<file path="config.mk">
export PLATFORM = sky130hd
export DESIGN_NAME = rational_add_mul_reduce_top
export DESIGN_NICKNAME = d
export VERILOG_FILES = /design/src/sv/ramr_pkg.sv /design/src/sv/ramr_div.sv /design/src/sv/rational_add_mul_reduce_top.sv
export SDC_FILE = /design/constraint.sdc
export NUM_CORES = 1
export LEC_CHECK = 0
export BUFFER_PORTS_ARGS = -buffer_cell sky130_fd_sc_hd__buf_4
export CAP_MARGIN = 20
export CORE_UTILIZATION = 35
export CTS_CLUSTER_DIAMETER = 30
export CTS_CLUSTER_SIZE = 14
export DETAILED_ROUTE_END_ITERATION = 7
export HOLD_SLACK_MARGIN = 0.12
export SLEW_MARGIN = 20
export SYNTH_ARGS = -nofsm -noshare
export SYNTH_HDL_FRONTEND = slang
export SYNTH_HIERARCHICAL = 1
export SYNTH_SLANG_ARGS = --single-unit
</file>
<file path="constraint.sdc">
create_clock -name i_clk -period 15.41 [get_ports i_clk]
set_clock_uncertainty 0.15 [all_clocks]
set_input_delay 3.8525 -clock i_clk [delete_from_list [all_inputs] [get_ports i_clk]]
set_output_delay 3.8525 -clock i_clk [all_outputs]
set_load 0.01 [all_outputs]
</file>
<file path="src/sv/ramr_pkg.sv">
package ramr_pkg;

    localparam int FIELD_BITS = 16;
    localparam int NUM_BITS   = 2 * FIELD_BITS + 1;
    localparam int DEN_BITS   = 2 * FIELD_BITS;
    localparam int CNT_BITS   = $clog2(NUM_BITS + 1);

    typedef enum logic [1:0] {
        REQ_ADD = 2'd0,
        REQ_MUL = 2'd1,
        REQ_CMP = 2'd2,
        REQ_NOP = 2'd3
    } t_req;

    typedef struct packed {
        logic [1:0]            req_type;
        logic [FIELD_BITS-1:0] a_num;
        logic [FIELD_BITS-1:0] a_den;
        logic [FIELD_BITS-1:0] b_num;
        logic [FIELD_BITS-1:0] b_den;
    } t_in;

    typedef struct packed {
        logic [NUM_BITS-1:0] res_num;
        logic [DEN_BITS-1:0] res_den;
        logic                is_equal;
    } t_out;

    // Request from the sequencer to the shared divider.
    typedef struct packed {
        logic                start;
        logic [NUM_BITS-1:0] dividend;
        logic [NUM_BITS-1:0] divisor;
    } t_div_req;

    typedef struct packed {
        logic                done;
        logic [NUM_BITS-1:0] quot;
        logic [NUM_BITS-1:0] rem;
    } t_div_rsp;

endpackage

</file>
<file path="src/sv/ramr_div.sv">
// Restoring divider, one quotient bit per cycle.
module ramr_div (
    input  logic               i_clk,
    input  logic               i_rst_n,
    input  ramr_pkg::t_div_req i_req,
    output ramr_pkg::t_div_rsp o_rsp
);

    logic [ramr_pkg::NUM_BITS-1:0] r_quot, n_quot;
    logic [ramr_pkg::NUM_BITS-1:0] r_rem, n_rem;
    logic [ramr_pkg::NUM_BITS-1:0] r_dvs, n_dvs;
    logic [ramr_pkg::CNT_BITS-1:0] r_cnt, n_cnt;
    logic                          r_busy, n_busy;
    logic                          r_done, n_done;
    logic [ramr_pkg::NUM_BITS:0]   w_trial;

    // One shift and trial subtract per cycle.
    always_comb begin
        n_quot  = r_quot;
        n_rem   = r_rem;
        n_dvs   = r_dvs;
        n_cnt   = r_cnt;
        n_busy  = r_busy;
        n_done  = 1'b0;
        w_trial = {r_rem, r_quot[ramr_pkg::NUM_BITS-1]} - {1'b0, r_dvs};
        if (i_req.start) begin
            n_quot = i_req.dividend;
            n_rem  = '0;
            n_dvs  = i_req.divisor;
            n_cnt  = ramr_pkg::CNT_BITS'(ramr_pkg::NUM_BITS);
            n_busy = 1'b1;
        end else if (r_busy) begin
            if (w_trial[ramr_pkg::NUM_BITS]) begin
                n_rem  = {r_rem[ramr_pkg::NUM_BITS-2:0], r_quot[ramr_pkg::NUM_BITS-1]};
                n_quot = {r_quot[ramr_pkg::NUM_BITS-2:0], 1'b0};
            end else begin
                n_rem  = w_trial[ramr_pkg::NUM_BITS-1:0];
                n_quot = {r_quot[ramr_pkg::NUM_BITS-2:0], 1'b1};
            end
            n_cnt = r_cnt - ramr_pkg::CNT_BITS'(1);
            if (r_cnt == ramr_pkg::CNT_BITS'(1)) begin
                n_busy = 1'b0;
                n_done = 1'b1;
            end
        end
    end

    always_ff @(posedge i_clk) begin
        if (!i_rst_n) begin
            r_busy <= 1'b0;
            r_done <= 1'b0;
            r_cnt  <= '0;
        end else begin
            r_busy <= n_busy;
            r_done <= n_done;
            r_cnt  <= n_cnt;
        end
        r_quot <= n_quot;
        r_rem  <= n_rem;
        r_dvs  <= n_dvs;
    end

    assign o_rsp.done = r_done;
    assign o_rsp.quot = r_quot;
    assign o_rsp.rem  = r_rem;

`ifndef SYNTHESIS
    a_done_after_busy: assert property (@(posedge i_clk) disable iff (!i_rst_n)
        r_done |-> $past(r_busy)) else $error("divider done without run");
    a_idle_done: assert property (@(posedge i_clk) disable iff (!i_rst_n)
        r_done |-> !r_busy) else $error("divider done while busy");
    a_cnt_zero: assert property (@(posedge i_clk) disable iff (!i_rst_n)
        !r_busy && !i_req.start |=> !r_busy) else $error("divider woke alone");
`endif

endmodule

</file>
<file path="src/sv/rational_add_mul_reduce_top.sv">
// Fraction add/multiply with GCD reduction. A transaction is taken when i_start
// is high and o_busy is low; o_valid marks the result for exactly one cycle and
// cannot be stalled, and o_busy stays high through that cycle. Compare and the
// unused request code go straight to the output state. Add and multiply form
// their products through one shared 16x16 multiplier (three products for add,
// two for multiply) and pass a check state, then run Euclid's algorithm on the
// one shared restoring divider (up to about 47 remainder passes for the widest
// operands), followed by two chained divisions by the GCD for the final
// quotients. A zero numerator or zero denominator skips the reduction.
module rational_add_mul_reduce_top (
    input  logic          i_clk,
    input  logic          i_rst_n,
    input  logic          i_start,
    input  ramr_pkg::t_in i_in,
    output logic          o_busy,
    output logic          o_valid,
    output ramr_pkg::t_out o_out
);

    localparam int NB = ramr_pkg::NUM_BITS;
    localparam int DB = ramr_pkg::DEN_BITS;

    typedef enum logic [8:0] {
        S_IDLE = 9'b000000001,
        S_MUL  = 9'b000000010,
        S_CHK  = 9'b000000100,
        S_GST  = 9'b000001000,
        S_GWT  = 9'b000010000,
        S_QNS  = 9'b000100000,
        S_QNW  = 9'b001000000,
        S_QDW  = 9'b010000000,
        S_OUT  = 9'b100000000
    } t_state;

    t_state                r_state, n_state;
    ramr_pkg::t_in         r_in, n_in;
    logic [1:0]            r_step, n_step;
    logic [NB-1:0]         r_num, n_num;
    logic [NB-1:0]         r_den, n_den;
    logic [NB-1:0]         r_x, n_x;
    logic [NB-1:0]         r_y, n_y;
    logic                  r_eq, n_eq;
    logic                  r_valid, n_valid;
    logic [DB-1:0]         r_prod;
    logic [ramr_pkg::FIELD_BITS-1:0] w_ma, w_mb;
    ramr_pkg::t_div_req    w_dreq;
    ramr_pkg::t_div_rsp    w_drsp;

    ramr_div u_div (.i_clk(i_clk), .i_rst_n(i_rst_n), .i_req(w_dreq), .o_rsp(w_drsp));

    // Shared multiplier operand selection, product registered.
    always_comb begin
        case (r_step)
            2'd0:    begin w_ma = r_in.a_den; w_mb = r_in.b_den; end
            2'd1:    begin
                w_ma = r_in.a_num;
                w_mb = (r_in.req_type == ramr_pkg::REQ_MUL) ? r_in.b_num : r_in.b_den;
            end
            default: begin w_ma = r_in.b_num; w_mb = r_in.a_den; end
        endcase
    end

    always_ff @(posedge i_clk) begin
        r_prod <= DB'(w_ma) * DB'(w_mb);
    end

    // Sequencer.
    always_comb begin
        n_state = r_state;
        n_in    = r_in;
        n_step  = r_step;
        n_num   = r_num;
        n_den   = r_den;
        n_x     = r_x;
        n_y     = r_y;
        n_eq    = r_eq;
        n_valid = 1'b0;
        w_dreq  = '0;
        case (r_state)
            S_IDLE: begin
                // The result cycle still counts as busy.
                if (i_start && !r_valid) begin
                    n_in   = i_in;
                    n_step = 2'd0;
                    n_num  = '0;
                    n_den  = '0;
                    n_eq   = 1'b0;
                    if (i_in.req_type == ramr_pkg::REQ_ADD ||
                        i_in.req_type == ramr_pkg::REQ_MUL) begin
                        n_state = S_MUL;
                    end else begin
                        n_eq    = (i_in.req_type == ramr_pkg::REQ_CMP) &&
                                  (i_in.a_num == i_in.b_num) && (i_in.a_den == i_in.b_den);
                        n_state = S_OUT;
                    end
                end
            end
            S_MUL: begin
                // Products land in the cycle after their operands are selected.
                n_step = r_step + 2'd1;
                case (r_step)
                    2'd1: n_den = {1'b0, r_prod};
                    2'd2: n_num = {1'b0, r_prod};
                    2'd3: n_num = r_num + {1'b0, r_prod};
                    default: ;
                endcase
                if (r_step == 2'd2 && r_in.req_type == ramr_pkg::REQ_MUL) begin
                    n_state = S_CHK;
                end else if (r_step == 2'd3) begin
                    n_state = S_CHK;
                end
            end
            S_CHK: begin
                if (r_num == '0 || r_den == '0) begin
                    n_state = S_OUT;
                end else begin
                    n_x     = r_num;
                    n_y     = r_den;
                    n_state = S_GST;
                end
            end
            S_GST: begin
                // y is never zero here; x mod y on the shared divider.
                w_dreq.start    = 1'b1;
                w_dreq.dividend = r_x;
                w_dreq.divisor  = r_y;
                n_state         = S_GWT;
            end
            S_GWT: begin
                if (w_drsp.done) begin
                    n_x = r_y;
                    n_y = w_drsp.rem;
                    n_state = (w_drsp.rem == '0) ? S_QNS : S_GST;
                end
            end
            S_QNS: begin
                w_dreq.start    = 1'b1;
                w_dreq.dividend = r_num;
                w_dreq.divisor  = r_x;
                n_state         = S_QNW;
            end
            S_QNW: begin
                if (w_drsp.done) begin
                    n_num           = w_drsp.quot;
                    w_dreq.start    = 1'b1;
                    w_dreq.dividend = r_den;
                    w_dreq.divisor  = r_x;
                    n_state         = S_QDW;
                end
            end
            S_QDW: begin
                if (w_drsp.done) begin
                    n_den   = w_drsp.quot;
                    n_state = S_OUT;
                end
            end
            S_OUT: begin
                n_valid = 1'b1;
                n_state = S_IDLE;
            end
            default: n_state = S_IDLE;
        endcase
    end

    always_ff @(posedge i_clk) begin
        if (!i_rst_n) begin
            r_state <= S_IDLE;
            r_valid <= 1'b0;
            r_step  <= 2'd0;
        end else begin
            r_state <= n_state;
            r_valid <= n_valid;
            r_step  <= n_step;
        end
        r_in  <= n_in;
        r_num <= n_num;
        r_den <= n_den;
        r_x   <= n_x;
        r_y   <= n_y;
        r_eq  <= n_eq;
    end

    // Result stays on the ports; o_valid marks its one cycle.
    assign o_busy         = (r_state != S_IDLE) || r_valid;
    assign o_valid        = r_valid;
    assign o_out.res_num  = r_num;
    assign o_out.res_den  = r_den[DB-1:0];
    assign o_out.is_equal = r_eq;

`ifndef SYNTHESIS
    a_valid_after_out: assert property (@(posedge i_clk) disable iff (!i_rst_n)
        r_valid |-> $past(r_state == S_OUT)) else $error("result without finish");
    a_busy_when_valid: assert property (@(posedge i_clk) disable iff (!i_rst_n)
        r_valid |-> o_busy) else $error("ready while result shown");
    a_start_leaves_idle: assert property (@(posedge i_clk) disable iff (!i_rst_n)
        i_start && !o_busy |=> r_state != S_IDLE) else $error("transaction dropped");
    a_gcd_nonzero: assert property (@(posedge i_clk) disable iff (!i_rst_n)
        r_state == S_GST |-> r_y != '0) else $error("divide by zero in gcd");
`endif

endmodule

</file>
Word level (Yosys, flattened, before mapping)
Cells that the tools add are included.
- add/sub/neg operators: 4
- $mul: 1
- eq/ne operators: 27
- mux-type cells: 40
- bitwise logic cells: 2
- reductions and logical operators: 26
- operators by type and width (kind ; count):
    two-way mux 33 bit ; 10
    case mux 67 bit (3 select lines) ; 1
    case mux 33 bit (2 select lines) ; 3
    case mux 33 bit (3 select lines) ; 2
    zero test 33 bit ; 3
    two-way mux 9 bit ; 8
    case mux 9 bit (8 select lines) ; 1
    two-way mux 67 bit ; 1
    case mux 16 bit (2 select lines) ; 2
    subtractor 34 x 33 -> 34 bit ; 1
    adder 33 x 32 -> 33 bit ; 1
    equality test 16 bit ; 2
    multiplier 16 x 16 -> 32 bit ; 1
    two-way mux 6 bit ; 3
    two-way mux 16 bit ; 1
    equality test 9 x 1 -> 1 bit, second input constant ; 1
    equality test 9 x 2 -> 1 bit, second input constant ; 1
    equality test 9 x 3 -> 1 bit, second input constant ; 1
    equality test 9 x 4 -> 1 bit, second input constant ; 1
    equality test 9 x 5 -> 1 bit, second input constant ; 1
    equality test 9 x 6 -> 1 bit, second input constant ; 1
    equality test 9 x 7 -> 1 bit, second input constant ; 1
    equality test 9 x 8 -> 1 bit, second input constant ; 1
    equality test 9 bit, second input constant ; 1
    25 further kinds ; 51
- register bits: 350
- bits of input ports: 69
- output and inout bits: 68
- word-level logic and storage cells: 121

Longest topological paths before layout
Gate-level depths: netlist of run 1.
- word-level depth: 5
- depth in mapped cells: 29
- gate-level depth less buffers: 26

Hierarchy
Netlist of run 1, hierarchy kept.
- by module, submodules not included (module ; times used ; cells an instance ; area each (um2) ; sequential area each (um2)):
    rational_add_mul_reduce_top ; 1 ; 2118 ; 21465.6 ; 6856.6
    ramr_div ; 1 ; 617 ; 6175.9 ; 2802.7

Worst setup path after synthesis of run 1
No wires, ideal clock.
- kind: input port to flip-flop
- from: input i_start
- to: register r_eq (enable)
- library setup time: 0.492 ns
- arrival time: 6.736 ns
- required time: 14.768 ns
- setup slack: 8.032 ns
- stages: 2
- buffers on the path: 0
- path through: nand2b_1 nor2_1
- longest elaborated chain between the ends: 2
- ends and longest elaborated chain (element ; RTL line ; text):
    start, declared ; rational_add_mul_reduce_top.sv:13 ; input logic i_start,
    logical AND 1 bit ; rational_add_mul_reduce_top.sv:82 ; if (i_start && !r_valid) begin
    AND reduction 2 bit (no source line) ; -- ;
    end signal, assigned ; rational_add_mul_reduce_top.sv:180 ; r_eq <= n_eq;
    end, declared ; rational_add_mul_reduce_top.sv:42 ; logic r_eq, n_eq;
Every way passes these cells.
A chain may end at the register's enable or synchronous reset.

Final worst setup path of run 1
- from: register r_step[0]
- to: register r_prod[21]
- longest elaborated chain between the ends: 3
- elaborated cells on any way between the ends: 5
- those cells by class: mul: 1; eq/ne: 1; mux: 2; reduce/logical: 1
- ends and longest elaborated chain (element ; RTL line ; text):
    start, declared ; rational_add_mul_reduce_top.sv:37 ; logic [1:0] r_step, n_step;
    start signal, assigned ; rational_add_mul_reduce_top.sv:173 ; r_step <= n_step;
    equality test 2 x 1 -> 1 bit / zero test 2 bit (equally long branches) ; rational_add_mul_reduce_top.sv:53 ; case (r_step)
    case mux 16 bit (2 select lines) ; rational_add_mul_reduce_top.sv:53 ;
    multiplier 16 x 16 -> 32 bit (*) ; rational_add_mul_reduce_top.sv:64 ; r_prod <= DB'(w_ma) * DB'(w_mb);
    end signal, assigned ; rational_add_mul_reduce_top.sv:64 ;
    end, declared ; rational_add_mul_reduce_top.sv:44 ; logic [DB-1:0] r_prod;
Mark *: on every way between the ends. The rest lies on a longest branch, timed or not.

==> results of run 1 <==
layout make-up:
| cell class | count | area (um2) | share of cell area, % |
|---|---|---|---|
| timing repair buffer | 168 | 1280 | 3.97 |
| inverter | 311 | 1170 | 3.63 |
| sequential | 350 | 9660 | 30.0 |
| multi-input combinational | 1917 | 16100 | 50.1 |
| clock inverter | 48 | 646 | 2.01 |
| clock buffer | 91 | 2000 | 6.21 |
| tap | 1040 | 1300 | 4.05 |
cells by family after synthesis:
logic type / share of synthesized area [%]
multiplexers: 4.24
AO/OA/AOI/OAI: 15.3
XOR/XNOR: 4.03
AND/OR/NAND/NOR: 12.4
adder cells (fa/ha/maj): 22.1
buffers and inverters: 7.03
flip-flops: 34.9
worst max-delay path: cells and delay by family, from the launching register on:
family	cells	cell delay (ns)
buffers and inverters	8	0.87
adders and majority gates	8	3.59
DFF	1	0.37
xor gates and xnor gates	1	0.14
AOI/OAI and AO/OA	4	1.13
and+or+nand+nor	6	1.62
cells in the mapped netlist (all sizes together), types with 7 or more instances:
library cell	n	area [um2]
clkbuf	91	343
o21a	17	128
mux2	97	1090
o21bai	13	97.6
o21ai	91	455
nor3	23	126
a221oi	14	123
nand4	25	156
or2	12	75.1
a311oi	29	298
edfxtp	265	7960
nor2b	27	169
buf	66	432
dfxtp	85	1700
or3	8	50.1
a21boi	22	165
nand2	303	1140
xnor2	77	693
nor2	198	751
a21oi	110	554
nand3	28	145
a21o	53	399
o31ai	7	66.3
inv	310	1160
a31oi	14	87.6
nand2b	27	169
a221o	12	120
a211oi	10	80.1
o211ai	10	80.1
fa	196	3920
ha	175	2190
a22oi	23	173
nor4	32	200
a22o	80	701
a222oi	33	330
and3	15	97.6
mux2i	8	80.1
xor2	48	420
and2	21	131
routing by layer:
metal / share of wire (%) / track usage, %
met4: 4.2 / 8.36
met3: 6.0 / 3.12
met5: 0 / 0
met2: 45 / 30.4
met1: 45 / 25.7
per-stage QoR:
| stage | instance area, um2 | worst slack, ns |
|---|---|---|
| detailed placement | 29500 | 7.18 |
| floorplan | 27600 | 8.03 |
| global route | 32200 | 6.99 |
| CTS | 32100 | 7.17 |
| finish | 32200 | 7.46 |
| global placement | 29500 | 7.35 |
path summary, 6_finish.rpt:
path	startpoint	to
worst min-delay path	u_div/r_cnt[1]$_SDFFE_PP0P_	u_div/r_cnt[1]$_SDFFE_PP0P_
worst max register to register	r_step[0]$_SDFFE_PN0P_	r_prod[21]$_DFF_P_
worst max-delay path	r_step[0]$_SDFFE_PN0P_	r_prod[21]$_DFF_P_
worst min register to register	u_div/r_cnt[1]$_SDFFE_PP0P_	u_div/r_cnt[1]$_SDFFE_PP0P_
flip-flops by register name, indices dropped and copies added, names as in the netlist:
signal and count:
r_in 66, r_den 33, r_num 33, r_x 33, r_y 33, u_div/r_dvs 33, u_div/r_quot 33, u_div/r_rem 33
r_prod 32, r_state 9, u_div/r_cnt 6, r_step 2, o_valid 1, r_eq 1, u_div/r_busy 1, u_div/r_done 1
==> results.sh, run 1 <==
export IMPL_outcome="finished, final reports clean"
export IMPL_ys_ff_latch=350
export IMPL_whs_ns=0.353
export IMPL_num_fill_cells=7611
export IMPL_grt_pass1_vias=21100
export IMPL_wl_per_cell_um=19.8
export IMPL_antenna_found_initial=1
export IMPL_clock_sinks=350
export IMPL_cts_tree="done"
export IMPL_clock_path_buffers=3
export IMPL_die_area_mm2=0.0801
export IMPL_final_common_cell="inv_1"
export IMPL_antenna_left=0
export IMPL_syn_area_mm2=0.0276
export IMPL_worst_r2r_path_depth=27
export IMPL_synth_fp_nets=3175
export IMPL_syn_inst=2735
export IMPL_cts_setup_buffers=0
export IMPL_finalCritPeriodShare_pct=51.6
export IMPL_rsz0062_at_grt="no"
export IMPL_ys_types=91
export IMPL_die_y_um=283
export IMPL_cp_slowest_cell="a221o_1"
export IMPL_clk_latency_ns=0.62
export IMPL_nets=3264
export IMPL_totalWireLength_um=77700
export IMPL_ioPinCount=137
export IMPL_synth_seq_area_share_pct=34.9
export IMPL_drc=0
export IMPL_synth_edf_count=265
export IMPL_slowest_delay_ns=0.58
export IMPL_cp_data_arrival_time_ns=8.33
export IMPL_fin_util_pct=41.3
export IMPL_port_buffers=136
export IMPL_path_clk_slew_ns=0.05
export IMPL_start_kind="flip-flop"
export IMPL_hpwl_um=59100
export IMPL_mostFrequentLayoutCells="inv_1, nand2_1, edfxtp_1, fa_1, nor2_1"
export IMPL_cts_hold_buf=0
export IMPL_drive_above_1_share_pct=12.8
export IMPL_finalCriticalPeriod_ns=7.95
export IMPL_min_path_cells=2
export IMPL_area_growth_pct=16.3
export IMPL_track_usage_pct=19.2
export IMPL_first_iter_violations=1725
export IMPL_max_slew_margin_pct=27.3
export IMPL_vias_per_cell=5.33
export IMPL_finalMaxSlewViolations=0
export IMPL_gp_congestion=0.939
export IMPL_core_mm2=0.0778
export IMPL_die_x_um=283
export IMPL_cts_made_buffers=76
export IMPL_cts_resized_gates=0
export IMPL_fmax_ghz=0.126
export IMPL_diodes=0
export IMPL_path_class="flip-flop to flip-flop"
export IMPL_initial_core_util_pct=35.5
export IMPL_cp_max_fo=42
export IMPL_synthFlopType="edfxtp_1"
export IMPL_finalSetupViolCount=0
export IMPL_overflow=0
export IMPL_hold_violations=0
export IMPL_yosysWarnings=6
export IMPL_fin_cells=3925
export IMPL_vias=20900
export IMPL_maxCapViolCount=0
export IMPL_place_inst=3784
export IMPL_worst_setup_path_end_kind="flip-flop"
export IMPL_htreeDepth=3
export IMPL_firstDrtPassIters=7
export IMPL_crit_required_ns=15.79
export IMPL_rrSetupSlack_ns=7.46
export IMPL_cts_root_buf="clkbuf_16"
export IMPL_postSynthAreaPerCell_um2=10.1
export IMPL_rows=102
export IMPL_grt_pass1_wl_um=121000
export IMPL_worstMarginPinSlew_ns=1.08
export IMPL_grt_max_degree=68
export IMPL_hp_class="flip-flop to flip-flop"
export IMPL_tns_ns=0
export IMPL_async_flop_share_pct=0
Power of run 1 is not shown: default switching activity piles up to over one toggle a cycle in this logic, so the estimate is an artifact.
==> inputs of run 2 (changes only) <==
Clock period 15.41 ns to 7.5 ns, I/O delays scaled along.
==> run 2 against run 1 <==
Effect of this change: the flow now finishes with violations (design-rule violations); sequential cell count did not move; final cell count is 1.5% higher; clock-buffer cell count is 6 higher; global-route usage is 0.081 points higher; via count increased by 0.41%; routed wire length fell by 0.16%; register-to-register slack got worse by 7.2 ns; non-clock buffer count rose by 46; setup slack worse by 7.2 ns; worst hold slack worse by 0.0059 ns.
==> results.sh, run 2 (synthesis gave the netlist of run 1 again) <==
export IMPL_clk_latency_ns=0.63
export IMPL_finalMaxSlewViolations=0
export IMPL_gp_congestion=0.900
export IMPL_slowest_delay_ns=0.54
export IMPL_worst_setup_path_end_kind="flip-flop"
export IMPL_path_clk_slew_ns=0.05
export IMPL_finalCriticalPeriod_ns=7.21
export IMPL_hpwl_um=59600
export IMPL_largest_register_ffs=66
export IMPL_r2r_start="r_step[0]$_SDFFE_PN0P_"
export IMPL_violations="design-rule violations"
export IMPL_cpMostUsedCell="fa_1"
export IMPL_die_area_mm2=0.0801
export IMPL_diodes=0
export IMPL_antenna_left=0
export IMPL_cts_tree="done"
export IMPL_cp_max_fo=8
export IMPL_track_usage_pct=19.2
export IMPL_rows=102
export IMPL_hp_class="flip-flop to flip-flop"
export IMPL_vias=21000
export IMPL_cp_endpoint="r_prod[21]$_DFF_P_"
export IMPL_rrSetupSlack_ns=0.29
export IMPL_clock_path_buffers=3
export IMPL_max_slew_margin_pct=30.5
export IMPL_htreeDepth=3
export IMPL_crit_family="adder cells"
export IMPL_crit_required_ns=7.87
export IMPL_place_area_mm2=0.0298
export IMPL_start_kind="flip-flop"
export IMPL_mostFrequentLayoutCells="inv_1, nand2_1, edfxtp_1, buf_4, fa_1"
export IMPL_worst_r2r_path_depth=25
export IMPL_nets=3315
export IMPL_largest_register="r_in"
export IMPL_antenna_found_initial=0
export IMPL_cp_data_arrival_time_ns=7.58
export IMPL_area_growth_pct=17.9
export IMPL_finalWorstSetupSlack_ns=0.286
export IMPL_worstMarginPinSlew_ns=1.04
export IMPL_drive_above_1_share_pct=14.6
export IMPL_vias_per_cell=5.27
export IMPL_design_area_mm2=0.0326
export IMPL_totalWireLength_um=77600
export IMPL_port_buffers=136
export IMPL_die_y_um=283
export IMPL_final_common_cell="inv_1"
export IMPL_tns_ns=0
export IMPL_cts_root_buf="clkbuf_16"
export IMPL_firstDrtPassIters=8
export IMPL_pre_cts_slack_ns=0.197
export IMPL_fmax_ghz=0.139
export IMPL_grt_pass1_wl_um=122000
export IMPL_grt_pass1_vias=21200
export IMPL_outcome="finished with violations"
export IMPL_drc=2
export IMPL_crit_start="r_step[0]$_SDFFE_PN0P_"
export IMPL_crit_cells=25
export IMPL_rsz0062_at_grt="no"
export IMPL_cts_made_buffers=81
export IMPL_path_class="flip-flop to flip-flop"
export IMPL_first_iter_violations=1681
export IMPL_ioPinCount=137
export IMPL_initial_core_util_pct=35.5
export IMPL_overflow=0
export IMPL_core_mm2=0.0778
export IMPL_maxCapViolCount=0
export IMPL_clock_sinks=350
export IMPL_hold_violations=0
export IMPL_crit_buf_inv=6
export IMPL_wl_per_cell_um=19.5
export IMPL_grt_max_degree=68
export IMPL_finalCritPeriodShare_pct=96.2
export IMPL_cp_slowest_cell="fa_1"
export IMPL_rr_endpoint="r_prod[21]$_DFF_P_"
export IMPL_die_x_um=283
export IMPL_finalSetupViolCount=0
==> run 2: cell types whose count changed in the layout (fill, tap and decap cells not counted), sizes merged <==
cell	previous run	this run
inv	315	321
clkinv	30	31
clkbuf	92	97
clkinvlp	3	8
buf	167	213
bufinv	11	4
clkdlybuf4s15	0	1
==> run 2: metal layers <==
metal  global-route usage (%)  routed length, um
met2                     31.1              35900
met4                     5.99               2050
met3                     3.11               4930
met1                     26.2              34700
met5                        0                  0
==> run 2: worst reg2reg max path: cells and delay by family, from the launching register on <==
family | cells | cell delay [ns]
simple gates | 6 | 1.44
buf+inv | 6 | 0.66
fa+ha+maj | 8 | 3.64
xor+xnor | 1 | 0.14
flops | 1 | 0.38
compound gates | 4 | 0.73
==> run 2: worst min path at each step <==
stage	startpoint	endpoint	slack, ns	depth (start not counted)
floorplan	u_div/r_cnt[1]$_SDFFE_PP0P_	u_div/r_cnt[1]$_SDFFE_PP0P_	0.32	2
global placement	u_div/r_cnt[1]$_SDFFE_PP0P_	u_div/r_cnt[1]$_SDFFE_PP0P_	0.34	2
detailed placement	u_div/r_cnt[1]$_SDFFE_PP0P_	u_div/r_cnt[1]$_SDFFE_PP0P_	0.34	2
CTS	u_div/r_cnt[1]$_SDFFE_PP0P_	u_div/r_cnt[1]$_SDFFE_PP0P_	0.35	2
global route	u_div/r_cnt[1]$_SDFFE_PP0P_	u_div/r_cnt[1]$_SDFFE_PP0P_	0.38	2
finish	u_div/r_cnt[1]$_SDFFE_PP0P_	u_div/r_cnt[1]$_SDFFE_PP0P_	0.35	2
==> run 2: cell type report <==
class	count	area, um2
clock buffers	97	2090
clock inverters	53	539
fillers	7571	45300
inverters	311	1170
multi-input cells	1917	16200
flip-flops and latches	350	9660
well taps	1040	1300
repair buffers	214	1690
==> run 2: timing repair <==
item                                    4_1_cts  5_1_grt
endpoints found under the setup margin        0        9
endpoints found under the hold margin         0        0
hold buffers                                  0        0
buffers inserted                              0        7
resized for setup                             0       16
==> run 2: stage by stage <==
stage          hold slack (ns)  std cells  utilization (%)
3_5_place_dp             0.345       3824             38.3
6_report                 0.347       3982             41.9
4_1_cts                  0.354       3974             41.7
2_1_floorplan            0.319       2735                -
3_3_place_gp             0.339       3823             38.3
5_1_grt                  0.378       3982             41.9
Power of run 2 is left out for the same reason.
==> inputs of run 3 (changes only) <==
Settings changed: CORE_ASPECT_RATIO set to 2, SYNTH_HIERARCHICAL 1 to unset.
==> run 3 against run 2 <==
Effect of this change: the flow now finishes without violations; critical path type unchanged; highest routed layer unchanged; largest cell class unchanged; via count decreased by 5.0%; critical endpoint is now r_prod[30]$_DFF_P_; core utilization decreased by 0.16 points; sequential cell count unchanged; first-iteration DRC count decreased by 25%; worst hold slack got worse by 0.023 ns; global-route usage increased by 0.27 points.
==> results.sh, run 3 <==
export IMPL_syn_area_mm2=0.0267
export IMPL_syn_inst=2613
export IMPL_cts_made_buffers=56
export IMPL_synth_fp_nets=3053
export IMPL_antenna_left=0
export IMPL_async_flop_share_pct=0
export IMPL_nets=3206
export IMPL_hp_class="flip-flop to flip-flop"
export IMPL_clock_sinks=350
export IMPL_cts_tree="done"
export IMPL_overflow=0
export IMPL_place_area_mm2=0.0292
export IMPL_netlist_top_cells_count="inv_1, edfxtp_1, nand2_1"
export IMPL_ys_top_cells_by_area="edfxtp_1, fa_1, ha_1, dfxtp_1, inv_1"
export IMPL_path_class="flip-flop to flip-flop"
export IMPL_postSynthAreaPerCell_um2=10.2
export IMPL_path_clk_slew_ns=0.06
export IMPL_gp_congestion=0.950
export IMPL_num_fill_cells=7335
export IMPL_synthFlopType="edfxtp_1"
export IMPL_tns_ns=0
export IMPL_max_slew_margin_pct=27.0
export IMPL_port_buffers=136
export IMPL_vias=19900
export IMPL_cp_slowest_cell="fa_1"
export IMPL_whs_ns=0.324
export IMPL_ys_types=72
export IMPL_finalSetupViolCount=0
export IMPL_rows=142
export IMPL_fmax_ghz=0.140
export IMPL_fin_util_pct=41.7
export IMPL_grt_pass1_vias=20800
export IMPL_totalWireLength_um=75200
export IMPL_drc=0
export IMPL_cp_max_fo=16
export IMPL_largest_register="r_in"
export IMPL_yosysWarnings=0
export IMPL_diodes=0
export IMPL_hold_violations=0
export IMPL_grt_max_degree=70
export IMPL_firstDrtPassIters=7
export IMPL_initial_core_util_pct=35.5
export IMPL_track_usage_pct=19.5
export IMPL_ys_ff_latch=350
export IMPL_slowest_delay_ns=0.54
export IMPL_yosysTopAreaCellShare_pct=29.8
export IMPL_cts_root_buf="clkbuf_16"
export IMPL_worst_setup_path_end_kind="flip-flop"
export IMPL_cpMostUsedCell="fa_1"
export IMPL_crit_required_ns=7.87
export IMPL_first_iter_violations=1262
export IMPL_final_common_cell="inv_1"
export IMPL_htreeDepth=2
export IMPL_mostFrequentLayoutCells="inv_1, edfxtp_1, nand2_1, buf_4, nor2_1"
export IMPL_clk_latency_ns=0.61
export IMPL_area_growth_pct=17.4
export IMPL_finalCritPeriodShare_pct=95.4
export IMPL_yosys_area_top_type="edfxtp_1"
export IMPL_outcome="finished, final reports clean"
export IMPL_core_mm2=0.0752
export IMPL_vias_per_cell=5.22
export IMPL_ioPinCount=137
export IMPL_maxCapViolCount=0
export IMPL_start_kind="flip-flop"
export IMPL_finalMaxSlewViolations=0
export IMPL_largest_register_ffs=66
export IMPL_rsz0062_at_grt="yes"
export IMPL_grt_pass1_wl_um=117000
export IMPL_hpwl_um=60300
export IMPL_drive_above_1_share_pct=16.2
export IMPL_synth_edf_count=265
export IMPL_clock_path_buffers=3
export IMPL_cp_data_arrival_time_ns=7.52
export IMPL_die_y_um=393
export IMPL_synth_most_common_cell="inv_1"
export IMPL_finalCriticalPeriod_ns=7.15
export IMPL_antenna_found_initial=0
export IMPL_design_area_mm2=0.0313
export IMPL_die_area_mm2=0.0774
export IMPL_synth_seq_area_share_pct=36.2
export IMPL_wl_per_cell_um=19.7
export IMPL_worstMarginPinSlew_ns=1.09
export IMPL_die_x_um=197
## run 3: cell types whose count changed in the layout (fill, tap and decap cells not counted), moves of 12 or more
| cell | delta |
|---|---|
| inv_1 | -22 |
| a211oi_1 | +15 |
| a21oi_1 | +41 |
| mux2_2 | +32 |
| mux2_1 | -65 |
| mux2i_1 | +32 |
| clkbuf_16 | -25 |
| a311oi_1 | -19 |
| nor3_1 | -12 |
| nor2_1 | +17 |
| buf_4 | +23 |
| clkbuf_1 | -12 |
| nand2_1 | -45 |
## run 3: final timing paths
| path | start | endpoint | slack (ns) | depth (start not counted) |
|---|---|---|---|---|
| worst max-delay path | r_step[1]$_SDFFE_PN0P_ | r_prod[30]$_DFF_P_ | 0.35 | 31 |
| worst min-delay path | r_state[8]$_SDFFE_PN0P_ | o_valid$_SDFF_PN0_ | 0.32 | 2 |
| worst max register to register | r_step[1]$_SDFFE_PN0P_ | r_prod[30]$_DFF_P_ | 0.35 | 31 |
| worst min register to register | r_state[8]$_SDFFE_PN0P_ | o_valid$_SDFF_PN0_ | 0.32 | 2 |
## run 3: logic make-up (layout without fill, tap and decap cells)
| logic type | Yosys count | after routing | share of synthesized area [%] |
|---|---|---|---|
| compound gates | 579 | 579 | 15.3 |
| xor+xnor | 117 | 117 | 3.87 |
| fa+ha+maj | 371 | 371 | 22.9 |
| buf+inv | 434 | 634 | 6.61 |
| flops | 350 | 350 | 36.2 |
| mux | 105 | 105 | 4.26 |
| simple gates | 657 | 657 | 10.9 |
## run 3: routing by layer
metal	GRT usage [%]	wire, um	share of wire (%)
met1	20.1	27200	36
met2	38.0	40900	54
met3	2.05	3060	4.1
met4	10.2	4030	5.4
met5	0	0	0
## run 3: layout make-up
cell class | instances | area (um2) | share of cell area, %
Clock buffer | 60 | 1420 | 4.52
Clock inverter | 45 | 581 | 1.85
Inverter | 289 | 1090 | 3.46
Multi-Input combinational cell | 1829 | 15400 | 49.2
Sequential cell | 350 | 9660 | 30.8
Tap cell | 1008 | 1260 | 4.02
Timing Repair Buffer | 240 | 1910 | 6.09
## run 3: what timing repair did
action	4_1_cts	5_1_grt
hold buffers	0	0
buffers inserted	0	5
endpoints found under the hold margin	0	0
setup endpoints to repair	0	6
gates resized for setup	0	20
## run 3: worst max-delay path, delay by kind of cell, from the launching register on
| family | cells | cell delay [ns] |
|---|---|---|
| fa+ha+maj | 8 | 3.56 |
| compound gates | 8 | 1.16 |
| buf+inv | 9 | 1.11 |
| flops | 1 | 0.33 |
| simple gates | 5 | 0.58 |
| xor+xnor | 1 | 0.14 |
## run 3: metrics by stage
step | std cells | setup slack, ns
6_report | 3821 | 0.346
5_1_grt | 3821 | -0.00358
4_1_cts | 3815 | 0.0510
3_5_place_dp | 3710 | 0.0654
3_3_place_gp | 3710 | 0.202
2_1_floorplan | 2613 | 0.0871
Power of run 3 is left out for the same reason.
